**src/hdl/msbm_pkg.sv**
```systemverilog
// Shared types and constants for the Manchester sensor bus master.
`default_nettype none
package msbm_pkg;

	typedef enum logic [1:0] {
		PH_IDLE = 2'd0,
		PH_SEND = 2'd1,
		PH_WAIT = 2'd2,
		PH_RECV = 2'd3
	} phase_t;

	localparam logic [3:0] START_CODE = 4'b0110;
	localparam logic [3:0] FN_INFO    = 4'b0001;
	localparam logic [3:0] FN_DATA    = 4'b0010;

	typedef struct packed {
		logic       func;
		logic [3:0] sensor_address;
		logic [3:0] function_code;
		logic       line_in;
	} item_t;

	typedef struct packed {
		logic        line_out;
		logic        busy_res;
		logic        reply_done;
		logic        reply_ok;
		logic [3:0]  reply_address;
		logic [3:0]  reply_function;
		logic [3:0]  error_bits;
		logic [3:0]  sensor_type;
		logic [11:0] sensor_data;
	} result_t;

endpackage
`default_nettype wire

```
**src/hdl/msbm_in_if.sv**
```systemverilog
// Input channel: one tick or start request per transfer.
`default_nettype none
interface msbm_in_if;
	logic       valid;
	logic       ready;
	logic       func;
	logic [3:0] sensor_address;
	logic [3:0] function_code;
	logic       line_in;

	modport source (output valid, output func, output sensor_address,
		output function_code, output line_in, input ready);
	modport sink (input valid, input func, input sensor_address,
		input function_code, input line_in, output ready);
endinterface
`default_nettype wire

```
**src/hdl/msbm_out_if.sv**
```systemverilog
// Result channel: line level, status and decoded reply per transfer.
`default_nettype none
interface msbm_out_if;
	logic        valid;
	logic        ready;
	logic        line_out;
	logic        busy_res;
	logic        reply_done;
	logic        reply_ok;
	logic [3:0]  reply_address;
	logic [3:0]  reply_function;
	logic [3:0]  error_bits;
	logic [3:0]  sensor_type;
	logic [11:0] sensor_data;

	modport source (output valid, output line_out, output busy_res, output reply_done,
		output reply_ok, output reply_address, output reply_function, output error_bits,
		output sensor_type, output sensor_data, input ready);
	modport sink (input valid, input line_out, input busy_res, input reply_done,
		input reply_ok, input reply_address, input reply_function, input error_bits,
		input sensor_type, input sensor_data, output ready);
endinterface
`default_nettype wire

```
**src/hdl/msbm_core.sv**
```systemverilog
// Bus state machine: frame send, dead tick, reply capture and decode.
`default_nettype none
module msbm_core
	import msbm_pkg::*;
#(
	parameter int unsigned FRAME_BITS = 12,
	parameter int unsigned REPLY_BITS = 24
) (
	input  wire logic    clk,
	input  wire logic    arst_n,
	input  wire logic    accept,
	input  wire item_t   item,
	output result_t      result
);

	localparam int unsigned SEND_W = $clog2(2 * FRAME_BITS);
	localparam int unsigned RECV_W = $clog2(REPLY_BITS);
	localparam int unsigned CNT_W  = (SEND_W > RECV_W) ? SEND_W : RECV_W;
	localparam logic [CNT_W-1:0] SEND_LAST = CNT_W'(2 * FRAME_BITS - 1);
	localparam logic [CNT_W-1:0] RECV_LAST = CNT_W'(REPLY_BITS - 1);

	phase_t                  phase_q, phase_d;
	logic [CNT_W-1:0]        cnt_q, cnt_d;
	logic [FRAME_BITS-1:0]   tx_q, tx_d;
	logic [REPLY_BITS-1:0]   rx_q, rx_d, rx_shifted;
	logic                    clk_tgl_q, clk_tgl_d;
	logic                    line_q, line_d;
	logic [3:0]              want_addr_q, want_addr_d;
	logic [3:0]              want_fn_q, want_fn_d;
	logic [FRAME_BITS+11:0]  frame_ext;
	logic                    tick, start, done, ok;
	logic [3:0]              r_addr, r_fn;

	assign tick       = accept && !item.func;
	assign start      = accept && item.func && (phase_q == PH_IDLE);
	assign rx_shifted = {rx_q[REPLY_BITS-2:0], item.line_in};
	assign frame_ext  = {{FRAME_BITS{1'b0}}, START_CODE, item.sensor_address,
		item.function_code};

	// next state
	always_comb begin
		phase_d = phase_q;
		if (start) begin
			phase_d = PH_SEND;
		end else if (tick) begin
			case (phase_q)
				PH_SEND: if (cnt_q == SEND_LAST) phase_d = PH_WAIT;
				PH_WAIT: phase_d = PH_RECV;
				PH_RECV: if (cnt_q == RECV_LAST) phase_d = PH_IDLE;
				default: phase_d = phase_q;
			endcase
		end
	end

	// datapath and result
	always_comb begin
		cnt_d       = cnt_q;
		tx_d        = tx_q;
		rx_d        = rx_q;
		want_addr_d = want_addr_q;
		want_fn_d   = want_fn_q;
		clk_tgl_d   = tick ? ~clk_tgl_q : clk_tgl_q;
		line_d      = line_q;
		done        = 1'b0;
		if (start) begin
			cnt_d       = '0;
			tx_d        = frame_ext[FRAME_BITS-1:0];
			want_addr_d = item.sensor_address;
			want_fn_d   = item.function_code;
		end else if (tick) begin
			case (phase_q)
				PH_SEND: begin
					// inverted Manchester: 0 goes high then low
					line_d = ~(tx_q[FRAME_BITS-1] ^ cnt_q[0]);
					if (cnt_q[0]) tx_d = tx_q << 1;
					cnt_d = (cnt_q == SEND_LAST) ? '0 : cnt_q + 1'b1;
				end
				PH_WAIT: begin
					line_d = clk_tgl_d;
					cnt_d  = '0;
				end
				PH_RECV: begin
					line_d = clk_tgl_d;
					rx_d   = rx_shifted;
					done   = (cnt_q == RECV_LAST);
					cnt_d  = done ? '0 : cnt_q + 1'b1;
				end
				default: line_d = clk_tgl_d;
			endcase
		end
	end

	assign r_addr = rx_shifted[REPLY_BITS-1 -: 4];
	assign r_fn   = rx_shifted[REPLY_BITS-5 -: 4];
	assign ok     = (r_addr == want_addr_q) && (r_fn == want_fn_q);

	always_comb begin
		result                = '0;
		result.line_out       = line_d;
		result.busy_res       = (phase_d != PH_IDLE);
		result.reply_done     = done;
		if (done) begin
			result.reply_ok       = ok;
			result.reply_address  = r_addr;
			result.reply_function = r_fn;
			if (ok && (r_fn == FN_INFO || r_fn == FN_DATA))
				result.error_bits = rx_shifted[REPLY_BITS-9 -: 4];
			if (ok && r_fn == FN_INFO)
				result.sensor_type = rx_shifted[11:8];
			if (ok && r_fn == FN_DATA)
				result.sensor_data = rx_shifted[11:0];
		end
	end

	always_ff @(posedge clk or negedge arst_n) begin
		if (!arst_n) begin
			phase_q   <= PH_IDLE;
			cnt_q     <= '0;
			clk_tgl_q <= 1'b0;
			line_q    <= 1'b0;
		end else begin
			phase_q   <= phase_d;
			cnt_q     <= cnt_d;
			clk_tgl_q <= clk_tgl_d;
			line_q    <= line_d;
		end
	end

	always_ff @(posedge clk) begin
		tx_q        <= tx_d;
		rx_q        <= rx_d;
		want_addr_q <= want_addr_d;
		want_fn_q   <= want_fn_d;
	end

endmodule
`default_nettype wire

```
**src/hdl/msbm_obuf.sv**
```systemverilog
// Two-entry result buffer: output register plus skid register.
`default_nettype none
module msbm_obuf
	import msbm_pkg::*;
(
	input  wire logic    clk,
	input  wire logic    arst_n,
	input  wire logic    push,
	input  wire result_t push_data,
	output logic         can_push,
	output logic         out_valid,
	input  wire logic    out_ready,
	output result_t      out_data
);

	logic    main_v_q, skid_v_q, pop;
	result_t main_q, skid_q;

	assign can_push  = !skid_v_q;
	assign out_valid = main_v_q;
	assign out_data  = main_q;
	assign pop       = main_v_q && out_ready;

	always_ff @(posedge clk or negedge arst_n) begin
		if (!arst_n) begin
			main_v_q <= 1'b0;
			skid_v_q <= 1'b0;
		end else if (pop || !main_v_q) begin
			main_v_q <= skid_v_q || push;
			skid_v_q <= 1'b0;
		end else if (push) begin
			skid_v_q <= 1'b1;
		end
	end

	always_ff @(posedge clk) begin
		if (pop || !main_v_q) begin
			main_q <= skid_v_q ? skid_q : push_data;
		end else if (push) begin
			skid_q <= push_data;
		end
	end

endmodule
`default_nettype wire

```
**src/hdl/manchester_sensor_bus_master_top.sv**
```systemverilog
// Top level of the Manchester sensor bus master.
// Every transfer on req is either a tick (func = 0) or a start request (func = 1) and yields
// exactly one transfer on rsp. One item is taken per clock while req is ready: the bus state,
// counters and shift registers update in the cycle of acceptance, so the rate is set only by
// the two-entry result buffer, which keeps req ready while rsp stalls for one result. A start
// is honored only while idle; it sends 2*FRAME_BITS inverted Manchester half-bits on the
// following ticks, then one dead tick, then samples REPLY_BITS reply bits MSB first. The line
// carries a toggling clock on every tick outside the send phase.
`default_nettype none
module manchester_sensor_bus_master_top
	import msbm_pkg::*;
#(
	parameter int unsigned FRAME_BITS = 12,
	parameter int unsigned REPLY_BITS = 24
) (
	input  wire logic   clk,
	input  wire logic   arst_n,
	msbm_in_if.sink     req,
	msbm_out_if.source  rsp
);

	logic    accept, can_push;
	item_t   item;
	result_t result, out_data;

	assign req.ready = can_push;
	assign accept    = req.valid && can_push;

	assign item.func           = req.func;
	assign item.sensor_address = req.sensor_address;
	assign item.function_code  = req.function_code;
	assign item.line_in        = req.line_in;

	msbm_core #(
		.FRAME_BITS(FRAME_BITS),
		.REPLY_BITS(REPLY_BITS)
	) u_core (
		.clk   (clk),
		.arst_n(arst_n),
		.accept(accept),
		.item  (item),
		.result(result)
	);

	msbm_obuf u_obuf (
		.clk      (clk),
		.arst_n   (arst_n),
		.push     (accept),
		.push_data(result),
		.can_push (can_push),
		.out_valid(rsp.valid),
		.out_ready(rsp.ready),
		.out_data (out_data)
	);

	assign rsp.line_out       = out_data.line_out;
	assign rsp.busy_res       = out_data.busy_res;
	assign rsp.reply_done     = out_data.reply_done;
	assign rsp.reply_ok       = out_data.reply_ok;
	assign rsp.reply_address  = out_data.reply_address;
	assign rsp.reply_function = out_data.reply_function;
	assign rsp.error_bits     = out_data.error_bits;
	assign rsp.sensor_type    = out_data.sensor_type;
	assign rsp.sensor_data    = out_data.sensor_data;

endmodule
`default_nettype wire
```
**src/flat_wrapper.sv**
```systemverilog
// flat-port wrapper written by rule: the top's interface ports become plain ports
module manchester_sensor_bus_master_top_flat import msbm_pkg::*;
#(
	parameter int unsigned FRAME_BITS = 12,
	parameter int unsigned REPLY_BITS = 24
)
  (clk, arst_n, req_valid, req_func, req_sensor_address, req_function_code, req_line_in, req_ready, rsp_valid, rsp_line_out, rsp_busy_res, rsp_reply_done, rsp_reply_ok, rsp_reply_address, rsp_reply_function, rsp_error_bits, rsp_sensor_type, rsp_sensor_data, rsp_ready);
  msbm_in_if req_i ();
  msbm_out_if rsp_i ();
  input  wire logic clk;
  input  wire logic arst_n;
  input wire logic [$bits(req_i.valid)-1:0] req_valid;
  input wire logic [$bits(req_i.func)-1:0] req_func;
  input wire logic [$bits(req_i.sensor_address)-1:0] req_sensor_address;
  input wire logic [$bits(req_i.function_code)-1:0] req_function_code;
  input wire logic [$bits(req_i.line_in)-1:0] req_line_in;
  output wire logic [$bits(req_i.ready)-1:0] req_ready;
  output wire logic [$bits(rsp_i.valid)-1:0] rsp_valid;
  output wire logic [$bits(rsp_i.line_out)-1:0] rsp_line_out;
  output wire logic [$bits(rsp_i.busy_res)-1:0] rsp_busy_res;
  output wire logic [$bits(rsp_i.reply_done)-1:0] rsp_reply_done;
  output wire logic [$bits(rsp_i.reply_ok)-1:0] rsp_reply_ok;
  output wire logic [$bits(rsp_i.reply_address)-1:0] rsp_reply_address;
  output wire logic [$bits(rsp_i.reply_function)-1:0] rsp_reply_function;
  output wire logic [$bits(rsp_i.error_bits)-1:0] rsp_error_bits;
  output wire logic [$bits(rsp_i.sensor_type)-1:0] rsp_sensor_type;
  output wire logic [$bits(rsp_i.sensor_data)-1:0] rsp_sensor_data;
  input wire logic [$bits(rsp_i.ready)-1:0] rsp_ready;
  assign req_i.valid = req_valid;
  assign req_i.func = req_func;
  assign req_i.sensor_address = req_sensor_address;
  assign req_i.function_code = req_function_code;
  assign req_i.line_in = req_line_in;
  assign req_ready = req_i.ready;
  assign rsp_valid = rsp_i.valid;
  assign rsp_line_out = rsp_i.line_out;
  assign rsp_busy_res = rsp_i.busy_res;
  assign rsp_reply_done = rsp_i.reply_done;
  assign rsp_reply_ok = rsp_i.reply_ok;
  assign rsp_reply_address = rsp_i.reply_address;
  assign rsp_reply_function = rsp_i.reply_function;
  assign rsp_error_bits = rsp_i.error_bits;
  assign rsp_sensor_type = rsp_i.sensor_type;
  assign rsp_sensor_data = rsp_i.sensor_data;
  assign rsp_i.ready = rsp_ready;
  manchester_sensor_bus_master_top #(.FRAME_BITS(FRAME_BITS), .REPLY_BITS(REPLY_BITS)) u_core (.clk(clk), .arst_n(arst_n), .req(req_i), .rsp(rsp_i));
endmodule
```
**config.mk**
```make
export PLATFORM = sky130hd
export DESIGN_NAME = manchester_sensor_bus_master_top_flat
export DESIGN_NICKNAME = d
export VERILOG_FILES = /design/src/hdl/msbm_pkg.sv /design/src/hdl/msbm_in_if.sv /design/src/hdl/msbm_out_if.sv /design/src/hdl/msbm_core.sv /design/src/hdl/msbm_obuf.sv /design/src/hdl/manchester_sensor_bus_master_top.sv /design/src/flat_wrapper.sv
export SDC_FILE = /design/constraint.sdc
export NUM_CORES = 1
export LEC_CHECK = 0
export BUFFER_PORTS_ARGS = -buffer_cell sky130_fd_sc_hd__buf_2
export CAP_MARGIN = 20
export CORE_MARGIN = 2
export CORE_UTILIZATION = 23
export DETAILED_ROUTE_END_ITERATION = 16
export HOLD_SLACK_MARGIN = 0.03
export SYNTH_ARGS = -nofsm -noshare
export SYNTH_HDL_FRONTEND = slang
export SYNTH_SLANG_ARGS = --single-unit
```
**constraint.sdc**
```tcl
create_clock -name clk -period 3.38 [get_ports clk]
set_clock_uncertainty 0.2 [all_clocks]
set_input_delay 0.845 -clock clk [delete_from_list [all_inputs] [get_ports clk]]
set_output_delay 0.845 -clock clk [all_outputs]
set_load 0.02 [all_outputs]
```
==> impl_results.md, run 1 <==
- Outcome: completed
- Fin crit period: between 2000 and 2500 ps
- Syn_nets: around 340
- Post-route cell area: 5910 um2
- Worst-Margin Slew: between 500 and 600 ps
- Max IR drop VDD: approximately 0.40 mV
- Pleak: roughly 2.3 nW
- Simple logic cell fraction of the synthesized area: 14.1%
- Reg-to-reg endpoint: u_core.u_obuf.skid_q[18]$_DFFE_PP_
- RSZ-0062 raised after global routing: no
- Largest net degree at the start of global routing: 35
- Iteration-0 DRC Markers: 167
- Gate Count Post-Synth: between 300 and 400
- Later-pin clock latency in the skew report: 410 ps
- Num rows: 52
- Tightest hold margin: 104 ps
- Synth Area in Compound Gates: ~6.4%
- Async SR Flop Fraction: approximately a tenth
- Netlist cell types: 44
- Inserted Clock Buffers: 17
- Setup violators final: 0
- Mux contribution to synthesized area: around 1.6%
- WL final: about 9000 um
- Inst Count DP: around 640
- Vias per inst: approximately 4.0
- DRC viols: 0
- Core ar.: between 20,000 and 25,000 um2
- Post-Synth Adder-Cell Area: 0.265%
- R2R depth: 6
- Worst-path fanout max: 33
- Worst R2R Setup Slack: roughly 980 ps
- Post-synth EDFFs: slightly above 100
- Xor/xnor share of the synthesized area: around 2.4%
- Area Growth Syn to Fin: 25.2%
- Yosys warnings: 0
- Largest family of logic cells by synthesized area: simple AND/OR/NAND/NOR gates
- Cell area after synthesis: 4720 um2
- CTS hold repair buffers: 0
- Setup bufs post-CTS: 0
- Post-DP Area: around 5300 um2
- CP arrival: ~2400 ps
- Worst Path Required: roughly 3400 ps
- CTS tree: yes
- Post-cts sizing count: 0
- Crit-path most repeated cell: buf_4
- Kind of critical path: register to register
- Clock slew at reported path FFs: about 60 ps
- First-pass GRT wire length: roughly 14,000 um
- FMAX: 416 MHz
- Dpl hpwl: 6040 um
- CP max stage cell: or3b_1
- Via count: approximately 2,700
- Final Hold Fails: 0
- Delay of the slowest cell on the worst path: 510 ps
- Pwr dens: about 680 nW/um2
- Seq cells post-synth: about 120
- Max Buffers Root-to-Sink: 2
- First-pass iteration count of the detailed router: 4
- Non-filler instance count after layout: about 670
- Layout Nets: roughly 400
- Total GRT Usage: 8.55%
- Crit share post-route: around 71%
- H-tree depth: 4
- Fin Setup TNS: 0 ps
- Die height: between 100 and 150 um
- Antenna-violating nets left: 0
- CTS Root Buffer Type: clkbuf_16
- Port Buf Inserts: between 40 and 50
- Top_reg_cell synth: edfxtp_1
- Sequential-to-total area share from yosys stat: 73.0%
- Reg2reg start: u_core.u_obuf.skid_v_q$_DFFE_PN0P_
- Num Clock Sinks: about 120
- Syn Area/Cell: 14.6 um2
- GPL Wtd Cong: 0.777
- Die W: between 100 and 150 um
- Slew HR: between 60 and 70%
- Vias in the first global route: 2,761
- Crit path max-delay family: simple AND/OR/NAND/NOR gates
- CP endpoint kind: register
- GRT overflow: 0
- Worst path bufs/invs: 2
- Fin. max-slew vios: 0
- WL/cell: ~13 um
- Max Cap Viol: 0
- Initial Utilization: 23.4%
- Worst Hold Class: input pin to async pin
- Crit-path cells: buf_4 -> or3b_1 -> nor2_2 -> buf_4 -> nand3_1 -> nor3_1
- Initial antenna violation count: 2
- IO Pins: 48
- Die area: 21,700 um2
- CP Launch Type: register
- Share of post-route cells with drive strength above 1: 25.7%
## cell usage in the layout, fill, tap and decap left out, drive strengths merged, types with 2 or more instances in the layout
cell type | Yosys | final
nor2b | 2 | 2
a32o | 8 | 8
buf | 6 | 55
nor3 | 6 | 6
clkinvlp | 0 | 2
xnor2 | 3 | 3
nand4 | 2 | 2
a21oi | 2 | 2
and2 | 14 | 14
nand3 | 5 | 5
dfxtp | 4 | 4
mux2i | 4 | 4
dfrtp | 11 | 11
and3 | 8 | 8
o21ai | 21 | 21
clkinv | 0 | 6
mux2 | 3 | 3
inv | 7 | 9
a21o | 9 | 9
clkbuf | 8 | 18
nor4 | 2 | 2
nand2 | 56 | 56
nor4b | 2 | 2
nor2 | 16 | 16
edfxtp | 103 | 103
xor2 | 10 | 10
bufinv | 0 | 4
## kinds of logic after synthesis
group | Yosys count
multiplexers | 7
flip-flops | 118
adder cells (fa/ha/maj) | 1
AND/OR/NAND/NOR | 121
buffers and inverters | 21
AO/OA/AOI/OAI | 43
XOR/XNOR | 13
## sequential cells by signal, indices dropped and copies added (netlist names)
name                       cells
u_core.u_obuf.out_valid        1
u_core.u_core.clk_tgl_q        1
u_core.u_core.tx_q            12
u_core.u_obuf.out_data        32
u_core.u_obuf.skid_q          32
u_core.u_core.phase_q          2
u_core.u_core.want_fn_q        4
u_core.u_core.line_q           1
u_core.u_obuf.skid_v_q         1
u_core.u_core.cnt_q            5
u_core.u_core.want_addr_q      4
u_core.u_core.rx_q            23
## power by group
group / internal, mW / switching [mW]
sequential: 1.73 / 0.0641
combinational: 0.125 / 0.202
clock: 1.24 / 0.653
total: 3.09 / 0.919
## worst reg2reg max path, stage by stage (launching register included)
cell	delay, ps
dfrtp_1	390
buf_4	250
or3b_1	520
nor2_2	120
buf_4	310
nand3_1	200
nor3_1	230
## synth_stat cells, types with 5 or more instances
master / count / share of area, %
edfxtp_1: 103 / 65
nand2_1: 56 / 4.4
nor2_1: 16 / 1.3
o21ai_0: 16 / 1.7
and2_1: 14 / 1.9
dfrtp_1: 11 / 5.8
xor2_1: 10 / 1.9
a21o_1: 9 / 1.4
a32o_1: 8 / 1.7
and3_1: 8 / 1.1
clkbuf_1: 8 / 0.64
inv_1: 7 / 0.56
nor3_1: 5 / 0.53
## per-layer routing
metal  part of all wire [%]  GRT usage [%]
met1                     46           10.4
met5                   0.12              0
met2                     47           13.2
met3                    5.5           3.79
met4                    1.3           3.70
## worst max path at each step
| stage | start | endpoint | slack (ps) | depth (start not counted) |
|---|---|---|---|---|
| floorplan | rsp_ready | u_core.u_obuf.skid_q[0]$_DFFE_PP_ | 120 | 2 |
| global placement | req_func | u_core.u_obuf.out_data[18]$_DFFE_PN_ | 730 | 6 |
| detailed placement | req_func | u_core.u_obuf.out_data[17]$_DFFE_PN_ | 670 | 6 |
| CTS | u_core.u_core.rx_q[18]$_DFFE_PP_ | u_core.u_obuf.out_data[15]$_DFFE_PN_ | 960 | 4 |
| global route | u_core.u_core.rx_q[18]$_DFFE_PP_ | u_core.u_obuf.out_data[15]$_DFFE_PN_ | 830 | 4 |
| finish | u_core.u_obuf.skid_v_q$_DFFE_PN0P_ | u_core.u_obuf.skid_q[18]$_DFFE_PP_ | 980 | 6 |
## per-stage QoR
step | power, mW | utilization [%] | worst slack, ps
6_report | 4.01 | 29.3 | 979
4_1_cts | 4.06 | 29.3 | 964
5_1_grt | 4.17 | 29.3 | 834
2_1_floorplan | 2.04 | - | 118
3_5_place_dp | 2.16 | 26.2 | 665
3_3_place_gp | 2.14 | 26.2 | 728
## final cells by class
| class | count | area (um2) |
|---|---|---|
| clock inverter | 14 | 200 |
| sequential | 118 | 3450 |
| timing repair buffer | 55 | 295 |
| tap | 270 | 338 |
| clock buffer | 18 | 429 |
| multi-input combinational | 185 | 1170 |
| inverter | 7 | 26.3 |
| fill | 2063 | 14300 |
| antenna | 1 | 2.50 |
(Power assumes the default switching activity.)
==> run 2, diff against run 1 <==
clock period = 2.5 ns   (was 3.38 ns; I/O delays follow)
==> impl_results.md, run 2 (synthesis gave the netlist of run 1 again) <==
- Initial Utilization: 23.4%
- Sw Pwr: ~1.2 mW
- CP arrival: 1480 ps
- Share of post-route cells with drive strength above 1: a little over a quarter
- Core ar.: around 20,000 um2
- GRT overflow: 0
- Worst-Margin Slew: slightly below 600 ps
- Die area: 21,700 um2
- Area of the multi-input gates: roughly 1200 um2
- Area Growth Syn to Fin: 26.2%
- Clock slew at reported path FFs: about 50 ps
- Crit share post-route: roughly 92%
- Max Cap Viol: 0
- Sequential standard cell area: between 3000 and 4000 um2
- Post-cts sizing count: 0
- Commonest cells after routing, fill and taps aside: edfxtp_1 (103), nand2_1 (56), buf_2 (47)
- Die W: ~150 um
- Fin util: around 30%
- Inserted Clock Buffers: 17
- Reg power frac: 45.5%
- Worst Hold Class: input pin to register
- Initial antenna violation count: 0
- Max Buffers Root-to-Sink: 2
- Ant. Diodes: 0
- Reg2reg start: u_core.u_core.rx_q[18]$_DFFE_PP_
- Inst Count DP: ~640
- CP Launch Type: register
- First-pass iteration count of the detailed router: 4
- Hold Path Cell Cnt: 1
- Switching Share: 23.4%
- Fillcell total: just over 2,000
- GPL Wtd Cong: about 0.77
- Antenna-violating nets left: 0
- Fin crit period: ~2300 ps
- Num rows: 52
- Dpl hpwl: 6210 um
- Worst hold path endpoint: u_core.u_core.want_addr_q[2]$_DFFE_PP_
- R2R depth: 4
- Post-place setup slack: 62.7 ps
- Pleak: approximately 2.3 nW
- Commonest non-fill, non-tap cell in the layout: edfxtp_1
- Comb pwr share: under 10%
- Worst Path Required: roughly 1700 ps
- WL final: between 8000 and 9000 um
- CTS tree: yes
- IO Pins: 48
- Reg-to-reg endpoint: u_core.u_obuf.out_data[14]$_DFFE_PN_
- Internal: between 4 and 5 mW
- Num Clock Sinks: roughly 120
- Die height: between 100 and 150 um
- H-tree depth: 4
- Largest net degree at the start of global routing: 36
- Kind of critical path: register to primary output
- Total GRT Usage: roughly 8.5%
- Fin Setup TNS: 0 ps
- Worst-path fanout max: 35
- Post-route cell area: between 5000 and 6000 um2
- Setup crit start: u_core.u_obuf.skid_v_q$_DFFE_PN0P_
- Slew HR: approximately 61%
- Via count: 2,670
- Final Hold Fails: 0
- DRC viols: 0
- Outcome: completed
- CTS Root Buffer Type: clkbuf_16
- Power share of the clock group: roughly 46%
- Final worst setup slack: around 190 ps
- FMAX: about 430 MHz
- Post-DP Area: ~5300 um2
- Non-filler instance count after layout: ~670
- Vias in the first global route: 2,679
- WL/cell: roughly 13 um
- Max IR drop VDD: 0.470 mV
- Setup violators final: 0
- Hold path startpoint: req_sensor_address[2]
- First-pass GRT wire length: about 14,000 um
- Worst R2R Setup Slack: 210 ps
- Iteration-0 DRC Markers: ~140
- Vias per inst: between 3 and 4
- Layout Nets: between 400 and 500
- CP endpoint kind: primary output
- Later-pin clock latency in the skew report: between 400 and 500 ps
- Pwr dens: between 800 and 900 nW/um2
- RSZ-0062 raised after global routing: no
- Port Buf Inserts: 47
- Fin. max-slew vios: 0
==> run 2: cell count changes in the layout (fill, tap and decap cells not counted), sizes merged <==
cell / change
clkinv: +1
inv: -1
diode: -1
dlygate4sd3: +1
clkinvlp: +1
bufinv: -1
clkbuf: -1
buf: +6
==> run 2: per-layer routing <==
metal  vias up  track usage (%)  part of all wire [%]
met2        46             13.0                    47
met4         0             2.74                  0.48
li1       1325                -                     -
met5         -                0                     0
met1      1295             11.2                    49
met3         4             3.23                   4.1
==> run 2: repair_timing <==
item / in CTS / in global routing
hold buffers: 1 / 0
buffers inserted: 0 / 0
endpoints found under the hold margin: 11 / 0
==> run 2: worst max-delay path, cell delays in order (launching register included) <==
cell and delay [ps]:
dfrtp_1 340, buf_4 340, inv_1 190, buf_2 200
==> run 2: area by class of cell <==
| type | count | area share (%) |
|---|---|---|
| sequential | 118 | 57.8 |
| multi-input combinational | 185 | 19.8 |
| clock buffer | 17 | 7.13 |
| timing repair buffer | 62 | 6.08 |
| tap | 270 | 5.67 |
| clock inverter | 14 | 3.00 |
| inverter | 7 | 0.441 |
==> run 2: how the worst max path moves through the flow <==
stage                                                      end  slack (ps)  cells after the start
after floorplan              u_core.u_obuf.skid_q[0]$_DFFE_PP_         140                      2
after global placement    u_core.u_obuf.out_data[30]$_DFFE_PN_         150                      5
after detailed placement   u_core.u_obuf.out_data[4]$_DFFE_PN_          60                      5
after CTS                                            req_ready         140                      3
after global routing       u_core.u_obuf.out_data[4]$_DFFE_PN_          30                      5
final                                                req_ready         190                      3
==> run 2: stage by stage <==
step,power [mW],hold slack (ps)
2_1_floorplan,2.76,129
3_3_place_gp,2.91,226
3_5_place_dp,2.93,232
4_1_cts,5.40,194
5_1_grt,5.54,200
6_report,5.33,214
==> run 2: power groups by stage <==
stage / clock network, mW / logic, mW / registers (mW)
3_5_place_dp: 0 / 0.461 / 2.47
4_1_cts: 2.51 / 0.462 / 2.43
5_1_grt: 2.59 / 0.500 / 2.45
3_3_place_gp: 0 / 0.443 / 2.46
6_report: 2.45 / 0.451 / 2.43
2_1_floorplan: 0 / 0.246 / 2.51
